===== src/rtl/core/log_domain_mul_square_sqrt_top_assert.svh =====
// assertion macros for the log-domain multiply, square and square root unit
`ifndef LOG_DOMAIN_MUL_SQUARE_SQRT_TOP_ASSERT_SVH
`define LOG_DOMAIN_MUL_SQUARE_SQRT_TOP_ASSERT_SVH

// check on clk, quiet while arst_n is low
`define LDMSS_ASSERT(label, prop) \
	label: assert property (@(posedge clk) disable iff (!arst_n) prop) \
		else $error("ldmss: assertion failed");

// check on clk that also holds while reset is applied
`define LDMSS_ASSERT_RST(label, prop) \
	label: assert property (@(posedge clk) prop) \
		else $error("ldmss: reset assertion failed");

`endif


===== src/rtl/core/ldmss_pkg.sv =====
// shared types, constants and the approximate log function of the log-domain unit
`default_nettype none

package ldmss_pkg;

	// operation selector carried in tuser
	typedef enum logic [1:0] {
		OP_MUL    = 2'd0,
		OP_SQUARE = 2'd1,
		OP_SQRT   = 2'd2
	} op_t;

	localparam int OPND_W = 15;  // operand width, signed
	localparam int LOG_FB = 16;  // fraction bits of a log value
	localparam int LOG_W  = 20;  // 4 integer bits plus fraction
	localparam int SUM_W  = 21;  // log sum of two operands
	localparam int OUT_FB = 30;  // fraction bits of the result
	localparam int MANT_W = 17;  // antilog mantissa 1.f
	localparam int MAG_W  = 31;  // result magnitude before sign
	localparam int RES_W  = 32;  // signed result width
	localparam int SAT_SH = 15;  // left shift at which the magnitude saturates

	// leading-one position plus linear fraction of an unsigned magnitude
	function automatic logic [LOG_W-1:0] approx_log(input logic [OPND_W-1:0] m);
		logic [3:0]          k;
		logic [OPND_W-1:0]   rem;
		logic [OPND_W+LOG_FB-1:0] sh;
		k = '0;
		for (int i = 0; i < OPND_W; i++) begin
			if (m[i]) begin
				k = 4'(i);
			end
		end
		rem = m;
		rem[k] = 1'b0;
		sh = {rem, {LOG_FB{1'b0}}} >> k;
		return {k, sh[LOG_FB-1:0]};
	endfunction

endpackage

`default_nettype wire


===== src/rtl/core/log_domain_mul_square_sqrt_top.sv =====
// log-domain multiply, square and square root unit, approximate in the Mitchell style
// a result is offered from the result register, which follows the input register
// throughput: one transaction per cycle while m_axis_tready is high, set by the
// single log/antilog pass between the input register and the result register
// reset: arst_n clears the stage valid flags at once; payload registers keep garbage
`default_nettype none

module log_domain_mul_square_sqrt_top #(
	parameter int FRAC_BITS = 14
) (
	input  wire logic        clk,
	input  wire logic        arst_n,
	// input stream
	input  wire logic        s_axis_tvalid,
	output logic             s_axis_tready,
	input  wire logic [31:0] s_axis_tdata,   // [14:0] operand_a, [29:15] operand_b, [31:30] zero
	input  wire logic [1:0]  s_axis_tuser,   // [1:0] op
	// output stream
	output logic             m_axis_tvalid,
	input  wire logic        m_axis_tready,
	output logic [31:0]      m_axis_tdata    // [31:0] result_value
);

	localparam int OPND_W  = ldmss_pkg::OPND_W;
	localparam int LOG_W   = ldmss_pkg::LOG_W;
	localparam int SUM_W   = ldmss_pkg::SUM_W;
	localparam int LOG_FB  = ldmss_pkg::LOG_FB;
	localparam int MANT_W  = ldmss_pkg::MANT_W;
	localparam int MAG_W   = ldmss_pkg::MAG_W;
	localparam int RES_W   = ldmss_pkg::RES_W;
	localparam int EXP_BIAS = ldmss_pkg::OUT_FB - ldmss_pkg::LOG_FB;
	localparam int DIV_SQ  = 2 * FRAC_BITS;
	localparam int DIV_RT  = FRAC_BITS / 2;

	// stage registers
	logic                     valid_s1;
	ldmss_pkg::op_t           op_s1;
	logic signed [OPND_W-1:0] a_s1;
	logic signed [OPND_W-1:0] b_s1;
	logic                     valid_s2;
	logic [RES_W-1:0]         res_s2;

	logic en_s2;
	logic en_s1;

	// pipeline advance
	assign en_s2         = !valid_s2 || m_axis_tready;
	assign en_s1         = !valid_s1 || en_s2;
	assign s_axis_tready = en_s1;

	// input register
	always_ff @(posedge clk or negedge arst_n) begin
		if (!arst_n) begin
			valid_s1 <= 1'b0;
		end else if (en_s1) begin
			valid_s1 <= s_axis_tvalid;
		end
	end

	always_ff @(posedge clk) begin
		if (en_s1 && s_axis_tvalid) begin
			op_s1 <= ldmss_pkg::op_t'(s_axis_tuser[1:0]);
			a_s1  <= s_axis_tdata[OPND_W-1:0];
			b_s1  <= s_axis_tdata[2*OPND_W-1:OPND_W];
		end
	end

	// magnitudes and logs
	logic [OPND_W-1:0] mag_a;
	logic [OPND_W-1:0] mag_b;
	logic [OPND_W-1:0] pos_a;
	logic [LOG_W-1:0]  log_a;
	logic [LOG_W-1:0]  log_b;
	logic [LOG_W-1:0]  log_pa;

	always_comb begin
		mag_a  = a_s1[OPND_W-1] ? OPND_W'(-a_s1) : OPND_W'(a_s1);
		mag_b  = b_s1[OPND_W-1] ? OPND_W'(-b_s1) : OPND_W'(b_s1);
		pos_a  = a_s1[OPND_W-1] ? '0 : OPND_W'(a_s1);
		log_a  = ldmss_pkg::approx_log(mag_a);
		log_b  = ldmss_pkg::approx_log(mag_b);
		log_pa = ldmss_pkg::approx_log(pos_a);
	end

	// combine logs, pick exponent and sign per operation
	logic [SUM_W-1:0]  lsum;
	logic signed [7:0] expo;
	logic              neg;
	logic              zero;

	always_comb begin
		lsum = '0;
		expo = '0;
		neg  = 1'b0;
		zero = 1'b0;
		unique case (op_s1)
			ldmss_pkg::OP_MUL: begin
				lsum = {1'b0, log_a} + {1'b0, log_b};
				expo = 8'(EXP_BIAS - DIV_SQ);
				neg  = a_s1[OPND_W-1] ^ b_s1[OPND_W-1];
				zero = (a_s1 == '0) || (b_s1 == '0);
			end
			ldmss_pkg::OP_SQUARE: begin
				lsum = {log_a, 1'b0};
				expo = 8'(EXP_BIAS - DIV_SQ);
			end
			ldmss_pkg::OP_SQRT: begin
				lsum = {2'b00, log_pa[LOG_W-1:1]};
				expo = 8'(EXP_BIAS - DIV_RT);
			end
			default: begin
				zero = 1'b1;
			end
		endcase
	end

	// antilog with saturation and sign
	logic [MANT_W-1:0] mant;
	logic signed [7:0] shamt;
	logic signed [7:0] rsh;
	logic [MAG_W-1:0]  mag_r;
	logic [RES_W-1:0]  res_d;

	always_comb begin
		mant  = {1'b1, lsum[LOG_FB-1:0]};
		shamt = $signed({3'b000, lsum[SUM_W-1:LOG_FB]}) + expo;
		rsh   = -shamt;
		if (zero) begin
			mag_r = '0;
		end else if (shamt >= 8'(ldmss_pkg::SAT_SH)) begin
			mag_r = '1;
		end else if (shamt >= 8'sd0) begin
			mag_r = MAG_W'({{(MAG_W-MANT_W){1'b0}}, mant} << shamt[3:0]);
		end else if (rsh >= 8'(MANT_W)) begin
			mag_r = '0;
		end else begin
			mag_r = MAG_W'(mant >> rsh[4:0]);
		end
		res_d = neg ? RES_W'(-{1'b0, mag_r}) : {1'b0, mag_r};
	end

	// result register
	always_ff @(posedge clk or negedge arst_n) begin
		if (!arst_n) begin
			valid_s2 <= 1'b0;
		end else if (en_s2) begin
			valid_s2 <= valid_s1;
		end
	end

	always_ff @(posedge clk) begin
		if (en_s2 && valid_s1) begin
			res_s2 <= res_d;
		end
	end

	assign m_axis_tvalid = valid_s2;
	assign m_axis_tdata  = res_s2;

	// checks
`include "log_domain_mul_square_sqrt_top_assert.svh"

	`LDMSS_ASSERT(a_advance_fills_output, valid_s1 && en_s2 |=> m_axis_tvalid)
	`LDMSS_ASSERT(a_mul_by_zero, valid_s1 && en_s2 && zero |=> m_axis_tdata == '0)
	`LDMSS_ASSERT(a_no_most_negative, m_axis_tvalid |-> m_axis_tdata != 32'h8000_0000)
	`LDMSS_ASSERT_RST(a_reset_empty, !arst_n |-> !m_axis_tvalid && s_axis_tready)

endmodule

`default_nettype wire

===== config.mk =====
export PLATFORM = sky130hd
export DESIGN_NAME = log_domain_mul_square_sqrt_top
export DESIGN_NICKNAME = d
export VERILOG_FILES = /design/src/rtl/core/ldmss_pkg.sv /design/src/rtl/core/log_domain_mul_square_sqrt_top.sv
export VERILOG_INCLUDE_DIRS = /design/src /design/src/rtl/core
export SDC_FILE = /design/constraint.sdc
export NUM_CORES = 1
export LEC_CHECK = 0
export BUFFER_PORTS_ARGS = -buffer_cell sky130_fd_sc_hd__buf_2
export CELL_PAD_IN_SITES_DETAIL_PLACEMENT = 2
export CELL_PAD_IN_SITES_GLOBAL_PLACEMENT = 2
export CORE_MARGIN = 4
export CORE_UTILIZATION = 34
export DETAILED_ROUTE_END_ITERATION = 16
export PLACE_DENSITY_LB_ADDON = 0.25
export SYNTH_ARGS = -nofsm -noshare
export SYNTH_HDL_FRONTEND = slang
export SYNTH_SLANG_ARGS = --single-unit
export TNS_END_PERCENT = 30

===== constraint.sdc =====
create_clock -name clk -period 9.7 [get_ports clk]
set_clock_uncertainty 0.1 [all_clocks]
set_input_delay 1.94 -clock clk [delete_from_list [all_inputs] [get_ports clk]]
set_output_delay 1.94 -clock clk [all_outputs]
set_load 0.03 [all_outputs]

# Word-level counts from Yosys, hierarchy flattened
# Cells that the tools add are included.
[totals]
input_bits = 38
word_cells = 111
regBits = 66
out_inout_bits = 34
[op_classes]
muxes = 60
n_addsub = 6
order_cmp = 9
n_reduce_logical = 15
n_eq_ne = 2
n_shift = 5
bitwise = 7
[ops]
columns = ["op", "count"]
rows = [
  ["4-bit 2-to-1 mux", 39],
  ["31-bit 2-to-1 mux", 5],
  ["31-bit by 4-bit right shift with 16-bit output", 3],
  ["21-bit one-hot mux with 3 select lines", 1],
  ["15-bit NOT", 3],
  ["31-bit negator with 32-bit output", 1],
  ["17-bit by 4-bit << shifter with 31-bit output", 1],
  ["17-bit by 5-bit right shift with 31-bit output", 1],
  ["15-bit AND", 2],
  ["15-bit logical NOT", 2],
  ["15-bit 2-to-1 mux", 2],
  ["15-bit negator", 2],
  ["20-bit by 20-bit adder with 21-bit output", 1],
  ["8-bit one-hot mux with 2 select lines", 1],
  ["14-bit by 15-bit AND with 15-bit output", 1],
  ["4-bit by 5-bit less-than comparator with 1-bit output (second input constant)", 3],
  ["14-bit 2-to-1 mux", 1],
  ["1-bit demux with 4-bit select", 3],
  ["4-bit by 1-bit >= comparator with 1-bit output (second input constant)", 3],
  ["6-bit by 8-bit adder with 8-bit output", 1],
  ["8-bit by 1-bit >= comparator with 1-bit output (second input constant)", 1],
  ["8-bit by 5-bit >= comparator with 1-bit output (second input constant)", 1],
  ["8-bit by 6-bit >= comparator with 1-bit output (second input constant)", 1],
  ["8-bit negator", 1],
  ["other kinds (10)", 24],
]

# Depth between registers and ports, before layout
[depth]
word_depth = 34
mapped_depth = 53
mapped_depth_nobuf = 47

# Least setup slack after synthesis
# OpenSTA, ideal clock, no wires.
[synth_timing]
kind = "flip-flop to flip-flop"
start = "register b_s1[3]"
end = "register res_s2[27] (netlist: m_axis_tdata[27]) (data pin)"
path_buffers = 5
t_arrival_ns = 9.765
setup_ns = 0.258
synth_period_minus_slack_ns = 10.122
stages_incl_launch_ff = 50
t_required_ns = 9.342
path_slack_ns = -0.422
cell_sequence = "edfxtp_1 > or4_1 > nor4_1 > nand2b_1 > o21ai_0 > xor2_1 > nand2_1 > o21ai_0 > and2_1 > clkbuf_1 > inv_2 > nor2_1 > a21oi_1 > mux2_2 > mux2_2 > and2_1 > ha_1 > o21a_1 > (+14 left out) > clkbuf_1 > clkbuf_1 > ha_1 > and2_1 > nand3_1 > o21ai_0 > a311o_1 > xnor2_1 > nand4b_1 > nor2_1 > nand3_1 > o311ai_0 > a32oi_1 > nand4_1 > and4bb_1 > buf_6 > a41oi_2 > xnor2_1"
[synth_between]
elab_chain_cells = 32
elab_cells_between_ends = 40
cone_classes = "add/sub: 5; order compare: 5; shift: 3; mux: 22; bitwise: 2; reduce/logical: 3"
[synth_lines]
columns = ["element", "line", "text"]
rows = [
  ["start: declaration", "log_domain_mul_square_sqrt_top.sv:39", "logic signed [OPND_W-1:0] b_s1;"],
  ["start signal: assignment", "log_domain_mul_square_sqrt_top.sv:64", "b_s1 <= s_axis_tdata[2*OPND_W-1:OPND_W];"],
  ["15-bit negator", "log_domain_mul_square_sqrt_top.sv:78", "mag_b = b_s1[OPND_W-1] ? OPND_W'(-b_s1) : OPND_W'(b_s1);"],
  ["15-bit 2-to-1 mux", "log_domain_mul_square_sqrt_top.sv:78", ""],
  ["4-bit 2-to-1 mux (12 in series)", "ldmss_pkg.sv:30", "if (m[i]) begin"],
  ["4-bit by 5-bit less-than comparator with 1-bit output (implied by the code) or 4-bit by 1-bit >= comparator with 1-bit output (tied branches)", "ldmss_pkg.sv:35", "rem[k] = 1'b0;"],
  ["1-bit logical AND (implied by the code)", "ldmss_pkg.sv:35", ""],
  ["1-bit 2-to-1 mux (implied by the code)", "ldmss_pkg.sv:35", ""],
  ["1-bit demux with 4-bit select", "ldmss_pkg.sv:35", ""],
  ["15-bit NOT (no source line)", "-", ""],
  ["(+6 left out)", "-", ""],
  ["8-bit by 6-bit >= comparator with 1-bit output or 17-bit by 5-bit right shift with 31-bit output (tied branches)", "log_domain_mul_square_sqrt_top.sv:134, log_domain_mul_square_sqrt_top.sv:137", ""],
  ["31-bit 2-to-1 mux", "log_domain_mul_square_sqrt_top.sv:134", "end else if (rsh >= 8'(MANT_W)) begin"],
  ["31-bit 2-to-1 mux", "log_domain_mul_square_sqrt_top.sv:132", "end else if (shamt >= 8'sd0) begin"],
  ["31-bit 2-to-1 mux", "log_domain_mul_square_sqrt_top.sv:130", "end else if (shamt >= 8'(ldmss_pkg::SAT_SH)) begin"],
  ["31-bit 2-to-1 mux *", "log_domain_mul_square_sqrt_top.sv:128", "if (zero) begin"],
  ["31-bit negator with 32-bit output", "log_domain_mul_square_sqrt_top.sv:139", "res_d = neg ? RES_W'(-{1'b0, mag_r}) : {1'b0, mag_r};"],
  ["31-bit 2-to-1 mux *", "log_domain_mul_square_sqrt_top.sv:139", ""],
  ["net res_d[27]", "log_domain_mul_square_sqrt_top.sv:122", "logic [RES_W-1:0] res_d;"],
  ["end signal: assignment", "log_domain_mul_square_sqrt_top.sv:153", "res_s2 <= res_d;"],
  ["end: declaration", "log_domain_mul_square_sqrt_top.sv:41", "logic [RES_W-1:0] res_s2;"],
]
# The timed path passes the listed nets; every way through them passes the cells marked *.
# A chain may end at the register's enable or synchronous reset.

# Worst setup path after layout
[layout_timing]
start = "register a_s1[1]"
end = "register res_s2[16] (netlist: m_axis_tdata[16]) (data pin)"
[layout_between]
elab_chain_cells = 34
elab_cells_between_ends = 65
cone_classes = "add/sub: 5; order compare: 7; shift: 4; mux: 41; bitwise: 4; reduce/logical: 4"
[layout_lines]
columns = ["element", "line", "text"]
rows = [
  ["start: declaration", "log_domain_mul_square_sqrt_top.sv:38", "logic signed [OPND_W-1:0] a_s1;"],
  ["start signal: assignment", "log_domain_mul_square_sqrt_top.sv:63", "a_s1 <= s_axis_tdata[OPND_W-1:0];"],
  ["15-bit negator", "log_domain_mul_square_sqrt_top.sv:77", "mag_a = a_s1[OPND_W-1] ? OPND_W'(-a_s1) : OPND_W'(a_s1);"],
  ["15-bit 2-to-1 mux", "log_domain_mul_square_sqrt_top.sv:77", ""],
  ["1-bit 2-to-1 mux", "ldmss_pkg.sv:30", ""],
  ["4-bit 2-to-1 mux (13 in series)", "ldmss_pkg.sv:30", ""],
  ["4-bit by 5-bit less-than comparator with 1-bit output (implied by the code) or 4-bit by 1-bit >= comparator with 1-bit output (tied branches)", "ldmss_pkg.sv:35", ""],
  ["1-bit logical AND (implied by the code)", "ldmss_pkg.sv:35", ""],
  ["1-bit 2-to-1 mux (implied by the code)", "ldmss_pkg.sv:35", ""],
  ["1-bit demux with 4-bit select", "ldmss_pkg.sv:35", ""],
  ["(+7 left out)", "-", ""],
  ["8-bit by 6-bit >= comparator with 1-bit output or 17-bit by 5-bit right shift with 31-bit output (tied branches)", "log_domain_mul_square_sqrt_top.sv:134, log_domain_mul_square_sqrt_top.sv:137", ""],
  ["31-bit 2-to-1 mux", "log_domain_mul_square_sqrt_top.sv:134", ""],
  ["31-bit 2-to-1 mux", "log_domain_mul_square_sqrt_top.sv:132", ""],
  ["31-bit 2-to-1 mux", "log_domain_mul_square_sqrt_top.sv:130", ""],
  ["31-bit 2-to-1 mux *", "log_domain_mul_square_sqrt_top.sv:128", ""],
  ["31-bit negator with 32-bit output", "log_domain_mul_square_sqrt_top.sv:139", ""],
  ["31-bit 2-to-1 mux *", "log_domain_mul_square_sqrt_top.sv:139", ""],
  ["net res_d[16]", "log_domain_mul_square_sqrt_top.sv:122", ""],
]
# Marks and branches as above.

==> impl_metrics.env <==
export IMPL_cp_num_cells=45
export IMPL_clkSinkCount=66
export IMPL_path_max_fanout=15
export IMPL_first_pass_iters=6
export IMPL_h_tree_depth=3
export IMPL_slew_viol_final=0
export IMPL_path_buf_inv=10
export IMPL_clk_path_buf_depth=2
export IMPL_core_sq_mm=0.03270
export IMPL_first_global_vias=16180
export IMPL_p_leak_uw=0.006446
export IMPL_ys_flop_type="edfxtp_1"
export IMPL_globalRouteOverflowTotal=0
export IMPL_grt_pass1_wl_mm=102.6
export IMPL_cp_top_family="compound AO/OA/AOI/OAI gates"
export IMPL_cp_end_kind="flop"
export IMPL_power_density_mw_per_mm2=254.0
export IMPL_slew_headroom=0.2145
export IMPL_worstPathArrival_ns=10.73
export IMPL_placedCellCount=2255
export IMPL_cp_endpoint="m_axis_tdata[16]"
export IMPL_ys_ff_latch=66
export IMPL_rrSetupSlack_ns=-0.92
export IMPL_io_buffers=69
export IMPL_grt_met1_usage=0.4902
export IMPL_fin_setup_tns_ns=-20.89
export IMPL_worst_slack_ns=-0.9151
export IMPL_fin_crit_sh=1.094
export IMPL_holdCritPathClass="flop to flop"
export IMPL_numCtsBuffers=9
export IMPL_finalHoldViolCount=0
export IMPL_hold_path_cell_count=1
export IMPL_power_uw=4172
export IMPL_synthCells=1499
export IMPL_syn_to_final_growth_pct=45.22
export IMPL_cts_tree="done"
export IMPL_slowest_stage="fa_1"
export IMPL_grt_busiest_layer="met2"
export IMPL_drt_total_wl_mm=80.16
export IMPL_status="finished, violations left"
export IMPL_die_x_um=190.4
export IMPL_setup_violations=32
export IMPL_period_needed_ns=10.62
export IMPL_clk_pin_slew_worst_paths_ns=0.07
export IMPL_cp_start_kind="flop"
export IMPL_cp_required_ns=9.82
export IMPL_io_pins=72
export IMPL_yosysWarnings=0
export IMPL_viasPerCell=7.035
export IMPL_postSynthAreaPerCell_sq_um=7.544
export IMPL_syn_area_sq_mm=0.01131
export IMPL_rsz0062_at_grt="yes"
export IMPL_final_nets=1966
export IMPL_finalNonFillerCells=2340
export IMPL_worst_path_most_repeated_cell="buf_4"
export IMPL_gr_usage_met3=0.08330
export IMPL_reg2reg_to="m_axis_tdata[16]"
export IMPL_setup_worst_path_start="a_s1[1]"
export IMPL_path_class="flop to flop"
export IMPL_max_freq_mhz=94.21
export IMPL_vias=16460
export IMPL_synth_edf_count=64
export IMPL_cap_violations=0
export IMPL_place_congestion=0.9795
export IMPL_r2r_start="a_s1[1]"
export IMPL_tightest_slew_ns=1.178
export IMPL_initial_core_util=0.3458
export IMPL_slowest_delay_ns=0.64
export IMPL_violations="negative setup slack"
export IMPL_synth_distinct_cells=123
export IMPL_die_height_um=190.4
export IMPL_grt_max_degree=33
export IMPL_drive_gt1_frac=0.3987
export IMPL_die_area_sq_mm=0.03624
export IMPL_async_reset_ff_frac=0.03030
export IMPL_dp_hpwl_mm=50.05
export IMPL_antenna_left=0
export IMPL_drt_iter0_drc=1917
export IMPL_vdd_ir_drop_worst_mv=0.1552
export IMPL_cts_root_buffer="clkbuf_16"
export IMPL_worstRegToRegCells=45
export IMPL_routedWlPerCell_um=34.26
export IMPL_grt_use_met2=0.5889
export IMPL_track_usage=0.3675
export IMPL_drcViolationCount=0
export IMPL_antenna_found_initial=1
export IMPL_clk_latency_ns=0.43
export IMPL_seq_area_frac_synth=0.1744
export IMPL_fp_row_count=66
## timing repair
item	CTS	global route
resized for setup	103	144
gates cloned	2	0
hold buffers	0	0
setup buffers	30	35
setup endpoints to repair	31	32
pin swaps	46	86
## power by group
part           internal, uW  switching (uW)
clock network           177             190
registers               378            24.1
logic                  1290            2110
## Yosys cell counts (13+ instances only)
cell | instances | area share
o21ai_0 | 88 | 0.039
clkbuf_1 | 60 | 0.020
nor3_1 | 48 | 0.021
o21ai_1 | 18 | 0.0080
o31ai_1 | 18 | 0.012
o211ai_1 | 27 | 0.018
or3_1 | 15 | 0.0083
edfxtp_1 | 64 | 0.17
o21a_1 | 15 | 0.010
a21oi_1 | 106 | 0.047
a211oi_1 | 23 | 0.015
nand3_1 | 57 | 0.025
and3_1 | 13 | 0.0072
xor2_1 | 27 | 0.021
a31oi_1 | 44 | 0.024
a21o_1 | 20 | 0.013
nor2_1 | 145 | 0.048
nand4_1 | 18 | 0.010
xnor2_1 | 52 | 0.040
nand2_1 | 145 | 0.048
mux2i_1 | 21 | 0.019
ha_1 | 35 | 0.039
and2_1 | 21 | 0.012
inv_1 | 36 | 0.012
## registers in the layout, indices dropped and copies added, names as in the netlist
register	flops
a_s1	15
valid_s1	1
m_axis_tvalid	1
b_s1	15
m_axis_tdata	32
op_s1	2
## layout make-up
class,instances,area [sq um]
Multi-Input combinational cell,1304,9956
Inverter,42,160.2
Clock buffer,9,225.2
Fill cell,3627,16280
Tap cell,442,553.0
Timing Repair Buffer,468,3492
Clock inverter,7,58.81
Sequential cell,66,1972
Antenna cell,2,5.005
## routing by layer
| metal | part of all wire | wire length (um) | up-vias |
|---|---|---|---|
| li1 | - | - | 6625 |
| met1 | 0.39 | 31300 | 8374 |
| met2 | 0.46 | 36750 | 1127 |
| met3 | 0.099 | 7932 | 335 |
| met4 | 0.052 | 4177 | 0 |
| met5 | 0 | 0 | - |
## layout by cell type, fill, tap and decap left out, types with 15 or more instances in the layout
master,n
buf_4,379
xnor2_1,39
nand3_1,55
inv_1,34
a21o_1,20
a21oi_2,26
buf_2,69
o211ai_1,27
o21a_1,15
ha_1,27
xor2_1,21
o31ai_1,15
a211oi_1,20
o21ai_1,27
a31oi_1,32
nand2_1,133
mux2i_1,18
nor3_1,40
xnor2_2,16
edfxtp_1,64
nand4_1,18
nor2_1,129
o21ai_0,69
a21oi_1,80
## through the flow
step	hold slack, ns	cell area (sq um)	setup WS [ns]	utilization
CTS	0.4012	15400	0.003959	0.4709
finish	0.4423	16420	-0.9151	0.5022
detailed placement	0.3824	14410	-0.8496	0.4406
floorplan	0.3490	11360	0.005874	-
global placement	0.3675	14410	-0.3384	0.4406
global route	0.4706	16420	-1.098	0.5020
## worst min-delay path by stage
stage | startpoint | to | slack, ns
after global placement | valid_s1 | m_axis_tvalid | 0.37
final | valid_s1 | m_axis_tvalid | 0.44
after CTS | valid_s1 | m_axis_tvalid | 0.40
after detailed placement | valid_s1 | m_axis_tvalid | 0.38
after global routing | valid_s1 | m_axis_tvalid | 0.47
after floorplan | valid_s1 | m_axis_tvalid | 0.35
## cell families (layout without fill, tap and decap cells)
group,count (synthesis),in the layout,share of synthesized area
other cells,1,4,0.0003316
xor+xnor,83,83,0.06694
buf+inv,130,526,0.04935
fa+ha+maj,37,37,0.04227
flops,66,66,0.1744
simple gates,561,561,0.2507
mux,32,32,0.02954
compound gates,589,589,0.3865
Power figures use the tool's default switching activity.
